File: src/design/thpc_pkg.sv
// shared types and constants of the triac heater phase controller
`default_nettype none

package thpc_pkg;

  typedef enum logic [2:0] {
    OP_ENCODER    = 3'd0,
    OP_TEMP       = 3'd1,
    OP_TICK       = 3'd2,
    OP_ZERO_CROSS = 3'd3,
    OP_US_TICK    = 3'd4
  } op_t;

  localparam int unsigned CFG_INDEX_W = 3;
  localparam int unsigned CFG_DATA_W  = 14;

  localparam logic [CFG_INDEX_W-1:0] CFG_SETPOINT_STEP = 3'd0;
  localparam logic [CFG_INDEX_W-1:0] CFG_DELAY_STEP    = 3'd1;
  localparam logic [CFG_INDEX_W-1:0] CFG_DELAY_MIN     = 3'd2;
  localparam logic [CFG_INDEX_W-1:0] CFG_DELAY_MAX     = 3'd3;
  localparam logic [CFG_INDEX_W-1:0] CFG_SETPOINT_MAX  = 3'd4;

  localparam logic [5:0]  RST_SETPOINT_STEP = 6'd5;
  localparam logic [6:0]  RST_DELAY_STEP    = 7'd5;
  localparam logic [13:0] RST_DELAY_MIN     = 14'd500;
  localparam logic [13:0] RST_DELAY_MAX     = 14'd9300;
  localparam logic [8:0]  RST_SETPOINT_MAX  = 9'd300;

  localparam logic [8:0]  RST_SETPOINT      = 9'd60;
  localparam int unsigned RST_DELAY_VALUE   = 500;

  // encoder pin patterns
  localparam logic [1:0] AB_IDLE = 2'b00;
  localparam logic [1:0] AB_UP   = 2'b01;
  localparam logic [1:0] AB_DOWN = 2'b10;
  localparam logic [1:0] AB_BOTH = 2'b11;

  localparam int unsigned TEMP_SPAN = 400;
  localparam int unsigned ADC_FULL  = 1023;

  typedef struct packed {
    logic [5:0]  setpoint_step;
    logic [6:0]  delay_step;
    logic [13:0] delay_min;
    logic [13:0] delay_max;
    logic [8:0]  setpoint_max;
  } cfg_t;

  // result fields before the digit split
  typedef struct packed {
    logic        triac_gate;
    logic [13:0] firing_delay;
    logic [8:0]  target_temp;
    logic [8:0]  shown_value;
  } res_t;

endpackage

`default_nettype wire

File: src/design/triac_heater_phase_controller.sv
// top level of the triac heater phase controller
`default_nettype none

// Heater controller with a triac phase-angle gate. Each input transaction is
// one event: encoder sample, temperature sample, control tick, mains zero cross
// or microsecond tick, selected by s_tuser. Every event yields exactly one
// result transaction with the gate level, firing delay, setpoint and display
// value with its decimal digits, all taken after the event is applied. An event
// is applied in the cycle it is accepted and its result appears on the master
// side the next cycle; one transaction per cycle is sustained, limited only by
// the single result register, which frees as soon as the result is taken.
// Configuration writes are accepted every cycle and should be made while idle.
module triac_heater_phase_controller #(
  parameter int unsigned DELAY_BITS = 14
) (
  input  wire logic        clk,
  input  wire logic        rst,
  input  wire logic        s_tvalid,
  output logic             s_tready,
  input  wire logic [15:0] s_tdata,   // encoder_ab[1:0], adc_sample[11:2], zeros
  input  wire logic [2:0]  s_tuser,   // operation[2:0]
  output logic             m_tvalid,
  input  wire logic        m_tready,
  // triac_gate[0], firing_delay[14:1], target_temp[23:15], shown_value[32:24],
  // digit_hundreds[35:33], digit_tens[39:36], digit_units[43:40], zeros
  output logic [47:0]      m_tdata,
  input  wire logic        cfg_valid,
  output logic             cfg_ready,
  input  wire logic [thpc_pkg::CFG_INDEX_W-1:0] cfg_index,
  input  wire logic [thpc_pkg::CFG_DATA_W-1:0]  cfg_data
);
  import thpc_pkg::*;

  cfg_t cfg;
  res_t res_next;
  logic in_take;

  assign cfg_ready = 1'b1;
  assign s_tready  = !m_tvalid || m_tready;
  assign in_take   = s_tvalid && s_tready;

  thpc_cfg u_cfg (
    .clk      (clk),
    .rst      (rst),
    .wr_en    (cfg_valid && cfg_ready),
    .wr_index (cfg_index),
    .wr_data  (cfg_data),
    .cfg      (cfg)
  );

  thpc_core #(
    .DELAY_BITS (DELAY_BITS)
  ) u_core (
    .clk        (clk),
    .rst        (rst),
    .step       (in_take),
    .operation  (s_tuser),
    .encoder_ab (s_tdata[1:0]),
    .adc_sample (s_tdata[11:2]),
    .cfg        (cfg),
    .res_next   (res_next)
  );

  thpc_outreg u_outreg (
    .clk    (clk),
    .rst    (rst),
    .load   (in_take),
    .res_in (res_next),
    .take   (m_tready),
    .full   (m_tvalid),
    .data   (m_tdata)
  );

endmodule

`default_nettype wire

File: src/design/thpc_cfg.sv
// configuration register file of the heater controller
`default_nettype none

module thpc_cfg (
  input  wire logic                               clk,
  input  wire logic                               rst,
  input  wire logic                               wr_en,
  input  wire logic [thpc_pkg::CFG_INDEX_W-1:0]   wr_index,
  input  wire logic [thpc_pkg::CFG_DATA_W-1:0]    wr_data,
  output thpc_pkg::cfg_t                          cfg
);
  import thpc_pkg::*;

  always_ff @(posedge clk) begin
    if (rst) begin
      cfg.setpoint_step <= RST_SETPOINT_STEP;
      cfg.delay_step    <= RST_DELAY_STEP;
      cfg.delay_min     <= RST_DELAY_MIN;
      cfg.delay_max     <= RST_DELAY_MAX;
      cfg.setpoint_max  <= RST_SETPOINT_MAX;
    end else if (wr_en) begin
      case (wr_index)
        CFG_SETPOINT_STEP: cfg.setpoint_step <= wr_data[5:0];
        CFG_DELAY_STEP:    cfg.delay_step    <= wr_data[6:0];
        CFG_DELAY_MIN:     cfg.delay_min     <= wr_data[13:0];
        CFG_DELAY_MAX:     cfg.delay_max     <= wr_data[13:0];
        CFG_SETPOINT_MAX:  cfg.setpoint_max  <= wr_data[8:0];
        default: ;
      endcase
    end
  end

endmodule

`default_nettype wire

File: src/design/thpc_core.sv
// controller state and its update for one transaction
`default_nettype none

module thpc_core #(
  parameter int unsigned DELAY_BITS = 14
) (
  input  wire logic        clk,
  input  wire logic        rst,
  input  wire logic        step,
  input  wire logic [2:0]  operation,
  input  wire logic [1:0]  encoder_ab,
  input  wire logic [9:0]  adc_sample,
  input  wire thpc_pkg::cfg_t cfg,
  output thpc_pkg::res_t   res_next
);
  import thpc_pkg::*;

  // compare width wide enough for either the delay or a 14-bit bound, plus a carry bit and a sign bit
  localparam int unsigned CW = ((DELAY_BITS > 14) ? DELAY_BITS : 14) + 2;
  localparam logic [CW-1:0] DMASK = CW'((64'd1 << DELAY_BITS) - 64'd1);

  logic [8:0]            setpoint;
  logic [8:0]            measured_temp;
  logic [DELAY_BITS-1:0] delay_value;
  logic                  setpoint_changed;
  logic                  detent_armed;
  logic [1:0]            last_ab;
  logic [DELAY_BITS-1:0] countdown;
  logic                  timer_running;
  logic                  gate_level;
  logic [8:0]            display_hold;

  logic [8:0]            setpoint_next;
  logic [8:0]            measured_temp_next;
  logic [DELAY_BITS-1:0] delay_value_next;
  logic                  setpoint_changed_next;
  logic                  detent_armed_next;
  logic [1:0]            last_ab_next;
  logic [DELAY_BITS-1:0] countdown_next;
  logic                  timer_running_next;
  logic                  gate_level_next;
  logic [8:0]            display_hold_next;

  // setpoint stepping
  logic signed [10:0] sp_prev;
  logic signed [10:0] sp_stepped;
  logic [8:0]         sp_clamped;

  // temperature scaling: x*400/1023 via shift and one correction
  logic [18:0] adc_scaled;
  logic [8:0]  temp_est;
  logic [10:0] temp_rem;
  logic [8:0]  temp_value;

  // delay stepping
  logic signed [CW-1:0] d_cur;
  logic signed [CW-1:0] d_step;
  logic signed [CW-1:0] d_moved;
  logic [CW-1:0]        lo_bound;
  logic [CW-1:0]        hi_bound;
  logic [CW-1:0]        d_clamped;

  logic [DELAY_BITS-1:0] cd_dec;

  always_comb begin
    sp_prev = $signed({2'b00, setpoint});
    if (last_ab == AB_UP) begin
      sp_stepped = sp_prev + $signed({5'b00000, cfg.setpoint_step});
    end else if (last_ab == AB_DOWN) begin
      sp_stepped = sp_prev - $signed({5'b00000, cfg.setpoint_step});
    end else begin
      sp_stepped = sp_prev;
    end
    if (sp_stepped < 0) begin
      sp_clamped = '0;
    end else if (sp_stepped > $signed({2'b00, cfg.setpoint_max})) begin
      sp_clamped = cfg.setpoint_max;
    end else begin
      sp_clamped = sp_stepped[8:0];
    end
  end

  always_comb begin
    adc_scaled = 19'(adc_sample) * 19'(TEMP_SPAN);
    temp_est   = adc_scaled[18:10];
    temp_rem   = {1'b0, adc_scaled[9:0]} + {2'b00, temp_est};
    temp_value = (temp_rem >= 11'(ADC_FULL)) ? temp_est + 9'd1 : temp_est;
  end

  always_comb begin
    d_cur  = $signed(CW'(delay_value));
    d_step = $signed(CW'(cfg.delay_step));
    if (setpoint < measured_temp) begin
      d_moved = d_cur + d_step;
    end else if (setpoint > measured_temp) begin
      d_moved = d_cur - d_step;
    end else begin
      d_moved = d_cur;
    end
    lo_bound = (CW'(cfg.delay_min) > DMASK) ? DMASK : CW'(cfg.delay_min);
    hi_bound = (CW'(cfg.delay_max) > DMASK) ? DMASK : CW'(cfg.delay_max);
    if (d_moved < $signed(lo_bound)) begin
      d_clamped = lo_bound;
    end else if (d_moved > $signed(hi_bound)) begin
      d_clamped = hi_bound;
    end else begin
      d_clamped = d_moved;
    end
  end

  assign cd_dec = countdown - DELAY_BITS'(1);

  always_comb begin
    setpoint_next         = setpoint;
    measured_temp_next    = measured_temp;
    delay_value_next      = delay_value;
    setpoint_changed_next = setpoint_changed;
    detent_armed_next     = detent_armed;
    last_ab_next          = last_ab;
    countdown_next        = countdown;
    timer_running_next    = timer_running;
    gate_level_next       = gate_level;
    display_hold_next     = display_hold;
    case (op_t'(operation))
      OP_ENCODER: begin
        if (detent_armed && encoder_ab == AB_BOTH) begin
          setpoint_next     = sp_clamped;
          detent_armed_next = 1'b0;
          if (sp_stepped != sp_prev) begin
            setpoint_changed_next = 1'b1;
          end
        end
        if (encoder_ab == AB_IDLE) begin
          detent_armed_next = 1'b1;
        end
        last_ab_next = encoder_ab;
      end
      OP_TEMP: begin
        measured_temp_next = temp_value;
      end
      OP_TICK: begin
        delay_value_next = d_clamped[DELAY_BITS-1:0];
        if (setpoint_changed) begin
          display_hold_next     = setpoint;
          setpoint_changed_next = 1'b0;
        end else begin
          display_hold_next = measured_temp;
        end
      end
      OP_ZERO_CROSS: begin
        gate_level_next    = 1'b0;
        countdown_next     = (delay_value == '0) ? DELAY_BITS'(1) : delay_value;
        timer_running_next = 1'b1;
      end
      OP_US_TICK: begin
        if (timer_running) begin
          countdown_next = cd_dec;
          if (cd_dec == '0) begin
            gate_level_next    = 1'b1;
            timer_running_next = 1'b0;
          end
        end
      end
      default: ;
    endcase
  end

  always_ff @(posedge clk) begin
    if (rst) begin
      setpoint         <= RST_SETPOINT;
      measured_temp    <= '0;
      delay_value      <= DELAY_BITS'(RST_DELAY_VALUE);
      setpoint_changed <= 1'b0;
      detent_armed     <= 1'b0;
      last_ab          <= '0;
      countdown        <= '0;
      timer_running    <= 1'b0;
      gate_level       <= 1'b0;
      display_hold     <= '0;
    end else if (step) begin
      setpoint         <= setpoint_next;
      measured_temp    <= measured_temp_next;
      delay_value      <= delay_value_next;
      setpoint_changed <= setpoint_changed_next;
      detent_armed     <= detent_armed_next;
      last_ab          <= last_ab_next;
      countdown        <= countdown_next;
      timer_running    <= timer_running_next;
      gate_level       <= gate_level_next;
      display_hold     <= display_hold_next;
    end
  end

  always_comb begin
    res_next.triac_gate   = gate_level_next;
    res_next.firing_delay = 14'(delay_value_next);
    res_next.target_temp  = setpoint_next;
    res_next.shown_value  = display_hold_next;
  end

endmodule

`default_nettype wire

File: src/design/thpc_outreg.sv
// result register with decimal digit split of the shown value
`default_nettype none

module thpc_outreg (
  input  wire logic        clk,
  input  wire logic        rst,
  input  wire logic        load,
  input  wire thpc_pkg::res_t res_in,
  input  wire logic        take,
  output logic             full,
  output logic [47:0]      data
);
  import thpc_pkg::*;

  logic [16:0] tens_prod;
  logic [14:0] hund_prod;
  logic [5:0]  q_tens;
  logic [2:0]  hundreds;
  logic [3:0]  tens;
  logic [3:0]  units;

  // reciprocal multiplies, exact for values below 512
  always_comb begin
    tens_prod = 17'(res_in.shown_value) * 17'd205;
    hund_prod = 15'(res_in.shown_value) * 15'd41;
    q_tens    = tens_prod[16:11];
    hundreds  = hund_prod[14:12];
    tens      = 4'(q_tens - 6'(hundreds) * 6'd10);
    units     = 4'(res_in.shown_value - 9'(q_tens) * 9'd10);
  end

  always_ff @(posedge clk) begin
    if (rst) begin
      full <= 1'b0;
    end else if (load) begin
      full <= 1'b1;
    end else if (take) begin
      full <= 1'b0;
    end
  end

  always_ff @(posedge clk) begin
    if (load) begin
      data <= {4'b0000, units, tens, hundreds, res_in.shown_value,
               res_in.target_temp, res_in.firing_delay, res_in.triac_gate};
    end
  end

endmodule

`default_nettype wire
File: config.mk
export PLATFORM = sky130hd
export DESIGN_NAME = triac_heater_phase_controller
export DESIGN_NICKNAME = d
export VERILOG_FILES = /design/src/design/thpc_pkg.sv /design/src/design/triac_heater_phase_controller.sv /design/src/design/thpc_cfg.sv /design/src/design/thpc_core.sv /design/src/design/thpc_outreg.sv
export SDC_FILE = /design/constraint.sdc
export NUM_CORES = 1
export LEC_CHECK = 0
export ABC_AREA = 1
export BUFFER_PORTS_ARGS = -buffer_cell sky130_fd_sc_hd__clkbuf_2
export CORE_MARGIN = 3
export CORE_UTILIZATION = 31
export DETAILED_ROUTE_END_ITERATION = 16
export PLACE_DENSITY = 0.55
export SLEW_MARGIN = 40
export SYNTH_ARGS = -nofsm -noshare
export SYNTH_HDL_FRONTEND = slang
export SYNTH_HIERARCHICAL = 1
export SYNTH_SLANG_ARGS = --single-unit
File: constraint.sdc
create_clock -name clk -period 14.4 [get_ports clk]
set_clock_uncertainty 0.2 [all_clocks]
set_input_delay 1.44 -clock clk [delete_from_list [all_inputs] [get_ports clk]]
set_output_delay 1.44 -clock clk [all_outputs]
set_load 0.02 [all_outputs]
# --- Word-level counts from Yosys, hierarchy flattened ---
# Index checks and enable logic that the tools add are counted.
totals:
  out_inout_bits: 51
  elab_cells: 107
  input_bits: 41
  reg_bits: 156
op_classes:
  n_lt_le_gt_ge: 7
  n_mux: 30
  n_reduce_logical: 24
  n_addsub: 9
  n_mul: 5
  n_eq_ne: 15
op_table:
  columns: ["op", "n"]
  rows:
  - ["2-to-1 mux 14 bit", 5]
  - ["2-to-1 mux 9 bit", 7]
  - ["2-to-1 mux 16 bit", 2]
  - ["logical NOT 14 bit", 2]
  - ["case mux 14 bit (2 select lines)", 1]
  - ["2-to-1 mux 11 bit", 2]
  - ["multiplier 9 x 8 -> 17 bit, second input constant", 1]
  - ["greater-than comparator 16 x 15 -> 1 bit", 1]
  - ["< comparator 16 x 15 -> 1 bit", 1]
  - ["AND reduction 2 bit", 8]
  - ["adder 14 x 7 -> 15 bit", 1]
  - ["multiplier 10 x 5 -> 15 bit, second input constant", 1]
  - ["multiplier 9 x 6 -> 15 bit, second input constant", 1]
  - ["subtractor 14 x 7 -> 15 bit", 1]
  - ["subtractor 14 x 1 -> 14 bit, second input constant", 1]
  - ["== test 3 x 2 -> 1 bit, second input constant", 4]
  - ["adder 10 x 9 -> 11 bit", 1]
  - [">= comparator 11 x 10 -> 1 bit, second input constant", 1]
  - ["greater-than comparator 11 x 10 -> 1 bit", 1]
  - ["< comparator 11 x 1 -> 1 bit, second input constant", 1]
  - ["inequality test 11 x 10 -> 1 bit", 1]
  - ["adder 9 x 6 -> 10 bit", 1]
  - ["2-to-1 mux 1 bit", 10]
  - ["subtractor 9 x 6 -> 10 bit", 1]
  - ["other kinds (20)", 34]

# --- Longest topological paths before layout ---
# Gate-level depths: netlist of the first run.
depth:
  depth_word: 8
  ltp_mapped: 33
  ltp_nobuf: 32

# --- Hierarchy ---
# Netlist of the first run, hierarchy kept.
by_module_without_submodules:
  columns: ["mod", "instances", "cells_each", "area_each_um2"]
  rows:
  - ["thpc_core", 1, 1383, 8574.5]
  - ["thpc_outreg", 1, 349, 3547.2]
  - ["thpc_cfg", 1, 282, 1990.7]
  - ["triac_heater_phase_controller", 1, 6, 31.3]

# --- Worst setup path after synthesis of the first run ---
# OpenSTA, ideal clock, no wires.
synth_path:
  path_type: "input to register"
  from: "input port s_tuser[0]"
  to: "register u_outreg.data[43] (data pin)"
  n_path_buf: 1
  setup_slack_ns: 7.597
  stages: 27
  t_required_ns: 13.947
  arrival_time_ns: 6.349
  setup_time_ns: 0.253
  cell_sequence: "nor2_1 inv_1 nor2_1 clkbuf_1 o211ai_1 o21ai_0 ha_1 inv_1 fa_1 fa_1 fa_1 inv_1 ha_1 nand2_1 nor2_2 o21ai_1 a21o_1 nand2_2 ha_1 inv_1 fa_1 xnor2_1 inv_1 nand2_1 nand2_1 nand2_1 nand2_1"
synth_lines:
  columns: ["element", "line", "text"]
  rows:
  - ["start, declared", "triac_heater_phase_controller.sv:21", "input wire logic [2:0] s_tuser,"]
  - ["end signal, assigned", "thpc_outreg.sv:44", "data <= {4'b0000, units, tens, hundreds, res_in.shown_value,"]
  - ["end, declared", "thpc_outreg.sv:11", "output logic [47:0] data"]

==> results of run 1 <==
-- layer usage --
metal	vias to the layer above	GRT usage, %	part of all wire (%)
li1	6623	-	-
met4	4	4.27	1.6
met5	-	0	0.083
met2	253	25.2	44
met1	5908	21.7	49
met3	40	2.74	5.2
-- state kept, by name, indices dropped and copies added (netlist names) --
register	flops
u_core/measured_temp	9
u_core/delay_value	14
u_core/countdown	14
u_core/display_hold	9
u_core/gate_level	1
u_core/last_ab	2
u_core/setpoint	9
u_core/setpoint_changed	1
u_core/detent_armed	1
u_core/timer_running	1
u_outreg/full	1
u_cfg/cfg	50
u_outreg/data	43
-- layout make-up --
| class | count | area, um^2 |
|---|---|---|
| fill | 4772 | 28900 |
| clock buffer | 20 | 437 |
| sequential | 155 | 3530 |
| tap | 592 | 741 |
| timing repair buffer | 99 | 538 |
| clock inverter | 12 | 114 |
| multi-input combinational | 1442 | 8950 |
| inverter | 371 | 1390 |
| antenna | 1 | 2.50 |
-- cells by family (layout without fill, tap and decap cells) --
group,Yosys count,in the layout
and+or+nand+nor,920,920
buffers and inverters,426,502
AOI/OAI and AO/OA,257,257
adders and majority gates,212,212
DFF,155,155
xor gates and xnor gates,47,47
other,2,6
muxes,1,1
-- worst max-delay path, delay by kind of cell --
family                   cells  cell delay [ps]
buffers and inverters        8             1020
adder cells (fa/ha/maj)      7             2740
XOR/XNOR                     1              220
AO/OA/AOI/OAI                3              430
AND/OR/NAND/NOR             10              900
-- worst max-delay path by stage --
stage,slack (ps),start,cells past startpoint,endpoint
after CTS,7670,s_tuser[2],29,u_outreg/data[43]
after global placement,7270,s_tuser[2],29,u_outreg/data[43]
after global routing,7160,s_tuser[2],30,u_outreg/data[43]
final,7630,s_tuser[2],29,u_outreg/data[43]
after floorplan,7600,s_tuser[0],27,u_outreg/data[43]
after detailed placement,7210,s_tuser[2],29,u_outreg/data[43]
-- stage by stage --
stage | util (%) | area (um^2)
floorplan | - | 14200
global placement | 33.9 | 15100
detailed placement | 33.9 | 15100
CTS | 35.2 | 15700
global route | 35.2 | 15700
finish | 35.2 | 15700
-- where the power goes --
group	internal, mW	total [mW]	switching [mW]
combinational	0.256	0.737	0.482
clock	0.240	0.440	0.200
sequential	0.486	0.511	0.0247
total	0.982	1.69	0.706
-- Yosys cell counts (14+ instances only) --
master / instances / area, um^2
sky130_fd_sc_hd__a21oi_1: 126 / 631
sky130_fd_sc_hd__buf_4: 14 / 105
sky130_fd_sc_hd__clkbuf_1: 23 / 86.3
sky130_fd_sc_hd__dfxtp_1: 112 / 2240
sky130_fd_sc_hd__edfxtp_1: 43 / 1290
sky130_fd_sc_hd__fa_1: 29 / 581
sky130_fd_sc_hd__ha_1: 183 / 2290
sky130_fd_sc_hd__inv_1: 351 / 1320
sky130_fd_sc_hd__inv_2: 16 / 60.1
sky130_fd_sc_hd__nand2_1: 480 / 1800
sky130_fd_sc_hd__nand2_2: 26 / 163
sky130_fd_sc_hd__nand3_1: 154 / 771
sky130_fd_sc_hd__nand4_1: 42 / 263
sky130_fd_sc_hd__nor2_1: 146 / 548
sky130_fd_sc_hd__nor2_2: 14 / 87.6
sky130_fd_sc_hd__nor3_1: 16 / 80.1
sky130_fd_sc_hd__o21ai_0: 70 / 350
sky130_fd_sc_hd__xor2_1: 35 / 307
==> results.md, run 1 <==
* TritonCTS clock tree: yes
* Max-cap violations at 0
* Area share of xor/xnor cells in the synthesized design at 3.02%
* CTS Buf Count at 17
* Insertion delay of the later-clocked pin in the worst-skew pair at ~450 ps
* Buffers on Ports at 82
* Number of enable flip-flop cells after synthesis at 43
* Fraction of the yosys area taken by sequential cells at around a quarter
* Worst reg-to-reg path cell count at 24
* First-pass GRT wire length at just over 60 mm
* Cell leakage power at 8.25 nW
* Remaining antenna violation count after routing at 0
* Initial antenna violation count at 3
* Power density over the cells at approximately 110 nW/um^2
* Warnings, synthesis at 6
* Avg Synthesized Cell Area at about 7 um^2
* Largest net degree at the start of global routing at between 40 and 50
* Number of distinct library cells after synthesis at 58
* Simple-gate share of the synthesized area at 29.3%
* Transition time at the pin with the least slew margin at just under 800 ps
* Most common cell after layout, fill and taps aside: sky130_fd_sc_hd__nand2_1
* Post-synthesis mux area share at less than 1%
* Crit end category: flip-flop
* Y dimension of the die at 220 um
* Clock transition at the registers of the reported paths at roughly 70 ps
* Iter 0 DRT Violations at about 740
* Post-CTS Resized at 0
* Crit Reg-Reg Startpoint: u_core/setpoint_changed
* Number of top-level pins at between 90 and 100
* H-tree lvl count at 4
* Relative slew slack at a little under half
* Area fraction in compound gates after synthesis at 10.3%
* Period Utilization, post-route at a little under half
* Routability-driven placement congestion ratio at a little under 0.9
* Outcome: finished clean
* Setup Fix Bufs, Post-CTS at 0
* Worst reg2reg setup slack at just under 9000 ps
* RSZ-0062 raised after global routing: no
* Number of design rule violations left after detail routing at 0
* Worst Setup Path Type: input port to flip-flop
* Number of non-filler instances in the completed layout at between 2000 and 3000
* Kind of start point of the critical path: input port
* Cell total after placement at about 2700
* # rows at 77
* Mapped cell area at approximately 14000 um^2
* TNS Setup at 0 ps
* Worst hold path depth at 2
* Fin nets at 2339
* Critical Path AT at ~6800 ps
* Crit path max-delay cell type: sky130_fd_sc_hd__fa_1
* DP HPWL at ~30 mm
* Critical-path maximum fanout at 33
* Post-route worst hold slack at around 270 ps
* Clock sink total at approximately 160
* Pins over their slew limit at 0
* Highest ir drop seen on vdd at 0.0647 mV
* Min cycle time layout at between 6000 and 7000 ps
* Final Total Pwr at about 1.7 mW
* Worst hold-check path type: flip-flop to flip-flop
* Post-Synth Adder-Cell Area at between 20% and 30%
* Most frequently used flop master after synthesis: sky130_fd_sc_hd__dfxtp_1
* Routed wire length at between 30 and 40 mm
* First-pass iteration count of the detailed router at 5
* Number of global-route vias before repair at between 10000 and 15000
* Synth Instances at 2020
* Post-synth ARST share at 0%
* Max Clock Freq at between 100 and 150 MHz
* Worst path most repeated cell: sky130_fd_sc_hd__nand2_1
* Flip-flop and latch count after synthesis at about 160
* Total number of vias at about 13000
* Critical path required time at between 10000 and 15000 ps
* Initial Utilization at a little under a third
* Hold-fix buffers at CTS at 0
* Largest family of logic cells by synthesized area: simple AND/OR/NAND/NOR gates
* Clock tree root buffer cell: sky130_fd_sc_hd__clkbuf_16
* Most frequent cells in the layout: sky130_fd_sc_hd__nand2_1, sky130_fd_sc_hd__inv_1, sky130_fd_sc_hd__ha_1
* Overall track demand over capacity in global routing at 15.7%
* Number of vias per cell after detailed routing at around 4.8
* Die area at 48200 um^2
* Final setup slack of the worst path at 7630 ps
* Remaining global-route overflow at 0
* Fraction of layout cells with a size suffix above 1 at between 10% and 20%
* Pre-CTS setup slack at just over 7000 ps
* Number of endpoints failing setup at the final stage at 0
* Endpoints failing hold at 0
* Worst flop-to-flop path endpoint: u_outreg/data[43]
* Total core area at 44600 um^2
* DIE WIDTH at between 200 and 250 um
* Start point of the worst hold path: u_core/last_ab[1]
* Routed WL per cell at around 14 um
* Highest cell delay on the worst timing path at 550 ps
* Layout overhead on the synthesized area at 11.0%
* Max Root-Sink Buffers at 2
* Terminating pin of the worst hold path: u_core/last_ab[1]
(Power assumes the default switching activity.)
==> run 2, diff against run 1 <==
Clock period 14.4 ns to 6.7 ns, I/O delays scaled along.
==> run 2 against run 1 <==
Effect of this change: count of clock-buffer cells in the layout fell by 1; die area did not move; hold slack got worse by 14 ps; via count fell by 0.68%; power rose by 110%; flip-flop and latch count did not move; combinational power rose by 110%; utilization barely moved; final cell count barely moved; critical path type unchanged.
==> results.md, run 2 (same netlist as run 1, synthesis figures left out) <==
* Routability-driven placement congestion ratio at roughly 0.89
* Final core occ at 35.2%
* Highest cell delay on the worst timing path at between 500 and 600 ps
* Dpl cell area at ~15000 um^2
* DIE WIDTH at roughly 220 um
* Insertion delay of the later-clocked pin in the worst-skew pair at ~450 ps
* Remaining global-route overflow at 0
* Cell leakage power at around 8.2 nW
* Clock tree root buffer cell: sky130_fd_sc_hd__clkbuf_16
* Initial Utilization at 31.7%
* Post-CTS Resized at 0
* Overall track demand over capacity in global routing at 16.0%
* Register with the most flip-flops: u_cfg/cfg
* Iter 0 DRT Violations at slightly above 800
* Terminating pin of the worst hold path: u_cfg/cfg[30]
* Die area at 48200 um^2
* Clock sink total at 155
* Start point of the worst hold path: cfg_data[7]
* Max Clock Freq at roughly 170 MHz
* Crit Reg-Reg Startpoint: u_core/setpoint_changed
* Critical-path maximum fanout at 10
* Sequential power share at a little under a third
* Pre-CTS setup slack at about 200 ps
* Power density over the cells at 230 nW/um^2
* Most common cell after layout, fill and taps aside: sky130_fd_sc_hd__nand2_1
* Filler instances at around 4800
* Number of top-level pins at 92
* Number of global-route vias before repair at 12135
* Endpoints failing hold at 0
* Number of vias per cell after detailed routing at ~4.7
* Kind of start point of the critical path: input port
* Combinational cell fraction of total power at roughly 44%
* Setup Fix Bufs, Post-CTS at 0
* Transition time at the pin with the least slew margin at between 700 and 800 ps
* Crit path max-delay cell type: sky130_fd_sc_hd__fa_1
* Worst hold path depth at 3
* Switching part of the total at around 42%
* Period Utilization, post-route at 89.8%
* RSZ-0062 raised after global routing: no
* Fin nets at ~2300
* Final non-filler cell area at roughly 16000 um^2
* Worst reg-to-reg path cell count at 24
* Total core area at around 45000 um^2
* Largest net degree at the start of global routing at slightly below 50
* Buffers on Ports at 82
* Critical path required time at ~6700 ps
* Antenna diodes at 0
* Max Root-Sink Buffers at 2
* Initial antenna violation count at 3
* Worst hold-check path type: input port to flip-flop
* TNS Setup at 0 ps
* # rows at 77
* Total number of vias at between 10000 and 15000
* Worst reg2reg setup slack at ~1000 ps
* Remaining antenna violation count after routing at 0
* Y dimension of the die at around 220 um
* Number of design rule violations left after detail routing at 0
* Net load switching power at 1.53 mW
* Final setup slack of the worst path at between 600 and 700 ps
* Critical Path AT at approximately 6000 ps
* Most frequent cells in the layout: sky130_fd_sc_hd__nand2_1, sky130_fd_sc_hd__inv_1, sky130_fd_sc_hd__ha_1
* Max FFs per register at 50
* Registers with the most flip-flops: u_cfg/cfg (50), u_outreg/data (43)
* Fraction of layout cells with a size suffix above 1 at ~11%
* TritonCTS clock tree: yes
* Min cycle time layout at approximately 6000 ps
* Power share of the clock group at between 20% and 30%
* Hold-fix buffers at CTS at 0
* Internal power summed over all cells at 2.09 mW
* Clock transition at the registers of the reported paths at about 70 ps
* CTS Buf Count at 17
* Max-cap violations at 0
* Crit end category: flip-flop
* Number of endpoints failing setup at the final stage at 0
* Routed WL per cell at between 10 and 15 um
* First-pass iteration count of the detailed router at 5
* Worst flop-to-flop path endpoint: u_outreg/data[43]
* Worst Setup Path Type: input port to flip-flop
* H-tree lvl count at 4
* Post-route worst hold slack at 260 ps
* First-pass GRT wire length at between 60 and 70 mm
* DP HPWL at a little over 30 mm
* Routed wire length at around 38 mm
* Relative slew slack at 46.9%
* Pins over their slew limit at 0
* Outcome: finished clean
* Highest ir drop seen on vdd at between 0.15 and 0.2 mV
* Layout overhead on the synthesized area at 11.1%
-- run 2: how the worst max path moves through the flow --
stage / start / to / cells past startpoint
2_1_floorplan: s_tuser[0] / u_outreg/data[43] / 27
3_3_place_gp: s_tuser[2] / u_outreg/data[43] / 28
3_5_place_dp: s_tuser[2] / u_outreg/data[43] / 27
4_1_cts: s_tuser[2] / u_outreg/data[43] / 27
5_1_grt: s_tuser[2] / u_outreg/data[43] / 28
6_report: s_tuser[2] / u_outreg/data[43] / 28
-- run 2: power groups by stage --
stage / registers, mW / logic [mW] / clock network (mW)
floorplan: 1.14 / 1.20 / 0
global placement: 1.12 / 1.56 / 0
detailed placement: 1.12 / 1.59 / 0
CTS: 1.10 / 1.59 / 0.964
global route: 1.11 / 1.83 / 0.999
finish: 1.10 / 1.58 / 0.932
-- run 2: metal layers --
| metal | global-route usage [%] | share of wire [%] |
|---|---|---|
| met5 | 0 | 0.090 |
| met4 | 4.49 | 1.6 |
| met3 | 2.36 | 4.9 |
| met2 | 25.5 | 44 |
| met1 | 22.6 | 50 |
-- run 2: final cells by class --
class | count | area [um^2] | area share (%)
clock buffer | 19 | 443 | 2.82
sequential | 155 | 3530 | 22.5
inverter | 371 | 1390 | 8.86
clock inverter | 13 | 109 | 0.693
tap | 592 | 741 | 4.71
timing repair buffer | 101 | 553 | 3.52
multi-input combinational | 1442 | 8950 | 56.9
-- run 2: worst max-delay path: cells and delay by family --
kind	cells	cell delay, ps
adder cells (fa/ha/maj)	7	2710
AND/OR/NAND/NOR	9	1100
buffers and inverters	7	690
AO/OA/AOI/OAI	4	650
XOR/XNOR	1	200
-- run 2: through the flow --
stage	instances	total power [mW]
after floorplan	2023	2.34
after global placement	2661	2.68
after detailed placement	2661	2.71
after CTS	2693	3.66
after global routing	2693	3.93
final	2693	3.62
==> run 3, diff against run 2 <==
Settings changed: CORE_UTILIZATION 31 to 50, PLACE_DENSITY 0.55 to 0.77, SYNTH_HIERARCHICAL 1 to default.
==> run 3 against run 2 <==
Effect of this change: sequential share of layout area rose by 1.9 points; clock power is 0.4% higher; register-to-register slack worse by 560 ps; critical path depth shrank 3; count of clock-buffer cells in the layout increased by 2; critical endpoint is now u_outreg.data[39]; highest routed layer is now met4.
==> results.md, run 3 <==
* Remaining antenna violation count after routing at 0
* Largest area contributor in the netlist: sky130_fd_sc_hd__ha_1
* Outcome: finished clean
* Largest net degree at the start of global routing at 52
* Post-CTS Resized at 0
* TNS Setup at 0 ps
* Switching part of the total at 39.7%
* Clock tree root buffer cell: sky130_fd_sc_hd__clkbuf_16
* Combinational cell fraction of total power at a little over two fifths
* # rows at 58
* Number of vias per cell after detailed routing at 5.34
* Leading cell types by total area after synthesis: sky130_fd_sc_hd__ha_1, sky130_fd_sc_hd__dfxtp_1, sky130_fd_sc_hd__nand2_1, sky130_fd_sc_hd__edfxtp_1, sky130_fd_sc_hd__inv_1
* Setup Fix Bufs, Post-CTS at 0
* Most numerous cell types in the synthesized netlist: sky130_fd_sc_hd__nand2_1, sky130_fd_sc_hd__inv_1, sky130_fd_sc_hd__ha_1, sky130_fd_sc_hd__a21oi_1, sky130_fd_sc_hd__nand3_1
* Number of endpoints failing setup at the final stage at 0
* Antenna diodes at 0
* Worst hold-check path type: input port to flip-flop
* Crit end category: flip-flop
* Routability-driven placement congestion ratio at 0.928
* Iter 0 DRT Violations at between 900 and 1000
* Area share of xor/xnor cells in the synthesized design at around 4.5%
* Post-synthesis mux area share at 0%
* Area fraction in compound gates after synthesis at 14.5%
* Synth Instances at roughly 1800
* Transition time at the pin with the least slew margin at between 700 and 800 ps
* Flip-flop and latch count after synthesis at 155
* Total number of vias at about 12000
* Post-route worst hold slack at between 200 and 300 ps
* Power share of the clock group at between 20 and 30%
* Power density over the cells at around 250 nW/um^2
* Warnings, synthesis at 0
* Share of the synthesized area in the top cell type at between 10% and 20%
* H-tree lvl count at 4
* Post-Synth Adder-Cell Area at around 22%
* Avg Synthesized Cell Area at ~7.3 um^2
* Critical-path maximum fanout at 19
* Fin nets at between 2000 and 2500
* Y dimension of the die at between 150 and 200 um
* Registers with the most flip-flops: u_cfg.cfg (50), u_outreg.data (43)
* Fraction of the yosys area taken by sequential cells at between 20% and 30%
* Final setup slack of the worst path at approximately 480 ps
* Initial Utilization at 51.6%
* Critical path required time at 6680 ps
* Number of enable flip-flop cells after synthesis at 43
* Hold-fix buffers at CTS at 0
* Die area at approximately 28000 um^2
* Initial antenna violation count at 0
* Routed wire length at 33.3 mm
* Mapped cell area at roughly 13000 um^2
* Number of global-route vias before repair at approximately 11000
* Filler instances at roughly 2400
* Post-synth ARST share at 0%
* Dominant cell by count in the synthesized netlist: sky130_fd_sc_hd__nand2_1
* Register with the most flip-flops: u_cfg.cfg
* Most frequently used flop master after synthesis: sky130_fd_sc_hd__dfxtp_1
* Total core area at ~26000 um^2
* Min cycle time layout at 6220 ps
* CTS Buf Count at 17
* Number of distinct library cells after synthesis at 56
* Insertion delay of the later-clocked pin in the worst-skew pair at approximately 430 ps
* Worst Setup Path Type: flip-flop to flip-flop
* Final Total Pwr at between 3 and 4 mW
* Internal power summed over all cells at between 2 and 2.5 mW
* Layout overhead on the synthesized area at 9.99%
* First-pass GRT wire length at about 55 mm
* Clock sink total at 155
* Max Clock Freq at roughly 160 MHz
* Clock transition at the registers of the reported paths at 70 ps
* Most common cell after layout, fill and taps aside: sky130_fd_sc_hd__nand2_1
* Critical Path AT at a little over 6000 ps
* Pins over their slew limit at 0
* Max-cap violations at 0
* Net load switching power at 1.43 mW
* Period Utilization, post-route at ~93%
* Most frequent cells in the layout: sky130_fd_sc_hd__nand2_1, sky130_fd_sc_hd__inv_1, sky130_fd_sc_hd__ha_1
* Buffers on Ports at just over 80
* Routed WL per cell at 14.9 um
* Number of top-level pins at about 90
* DP HPWL at ~26 mm
* First-pass iteration count of the detailed router at 6
* Pre-CTS setup slack at around 70 ps
* DIE WIDTH at 168 um
* Number of design rule violations left after detail routing at 0
* Simple-gate share of the synthesized area at around a fifth
* Relative slew slack at a little under 50%
* Highest ir drop seen on vdd at roughly 0.19 mV
* Overall track demand over capacity in global routing at 23.3%
* RSZ-0062 raised after global routing: no
* Sequential power share at 30.7%
* Fraction of layout cells with a size suffix above 1 at 8.59%
* Kind of start point of the critical path: flip-flop
* Max FFs per register at 50
* Max Root-Sink Buffers at 2
* Remaining global-route overflow at 0
* Endpoints failing hold at 0
* TritonCTS clock tree: yes
* Largest family of logic cells by synthesized area: adder cells
* Cell leakage power at approximately 7.5 nW
## run 3: routing by layer
| metal | vias to the layer above | part of all wire [%] | global-route usage (%) | wire (um) |
|---|---|---|---|---|
| li1 | 6083 | - | - | - |
| met1 | 5464 | 48 | 33.7 | 15900 |
| met2 | 329 | 45 | 37.7 | 15100 |
| met3 | 29 | 5.5 | 2.82 | 1820 |
| met4 | 0 | 1.3 | 5.12 | 426 |
| met5 | - | 0 | 0 | 0 |
## run 3: worst max-delay path, stage by stage (launching register included)
cell	delay, ps
sky130_fd_sc_hd__dfxtp_1	640
sky130_fd_sc_hd__o21ai_0	190
sky130_fd_sc_hd__nand2_1	90
sky130_fd_sc_hd__o21ai_0	230
sky130_fd_sc_hd__ha_1	400
sky130_fd_sc_hd__inv_1	60
sky130_fd_sc_hd__fa_1	480
sky130_fd_sc_hd__inv_1	60
sky130_fd_sc_hd__fa_1	540
sky130_fd_sc_hd__inv_1	60
sky130_fd_sc_hd__fa_1	520
sky130_fd_sc_hd__inv_1	40
sky130_fd_sc_hd__ha_1	280
sky130_fd_sc_hd__nand2_1	80
sky130_fd_sc_hd__inv_1	40
sky130_fd_sc_hd__nand4_1	70
sky130_fd_sc_hd__o211ai_1	130
sky130_fd_sc_hd__a21o_1	220
sky130_fd_sc_hd__xnor2_1	180
sky130_fd_sc_hd__ha_1	220
sky130_fd_sc_hd__fa_1	380
sky130_fd_sc_hd__xnor2_1	190
sky130_fd_sc_hd__xor2_1	190
sky130_fd_sc_hd__xor2_1	180
sky130_fd_sc_hd__xor2_1	190
sky130_fd_sc_hd__xor2_1	90
## run 3: final cells by class
cell class | instances | area, um^2 | share of cell area [%]
Clock inverter | 9 | 101 | 0.699
Tap cell | 330 | 413 | 2.85
Timing Repair Buffer | 105 | 596 | 4.11
Sequential cell | 155 | 3530 | 24.4
Clock buffer | 21 | 450 | 3.10
Multi-Input combinational cell | 1288 | 8210 | 56.6
Inverter | 320 | 1200 | 8.28
## run 3: logic make-up after synthesis
family	after synthesis
and+or+nand+nor	664
buffers and inverters	377
AOI/OAI and AO/OA	344
adders and majority gates	212
DFF	155
xor gates and xnor gates	63
other	2
## run 3: power groups by stage
stage / combinational, mW / sequential, mW / clock, mW
2_1_floorplan: 1.15 / 1.16 / 0
6_report: 1.56 / 1.11 / 0.936
3_3_place_gp: 1.48 / 1.12 / 0
4_1_cts: 1.56 / 1.11 / 0.949
3_5_place_dp: 1.54 / 1.13 / 0
5_1_grt: 1.79 / 1.12 / 0.985
## run 3: worst paths after layout
check	startpoint	to	slack (ps)	cells past startpoint
max	u_core.setpoint_changed	u_outreg.data[39]	480	25
min	s_tdata[0]	u_core.detent_armed	260	2
max reg2reg	u_core.setpoint_changed	u_outreg.data[39]	480	25
min reg2reg	u_core.display_hold[2]	u_core.display_hold[2]	270	2
## run 3: metrics by stage
stage | area (um^2) | std cells | util [%]
after floorplan | 13200 | 1820 | -
after detailed placement | 14000 | 2198 | 54.6
after global placement | 13900 | 2197 | 54.5
final | 14500 | 2228 | 56.8
after CTS | 14500 | 2228 | 56.8
after global routing | 14500 | 2228 | 56.8
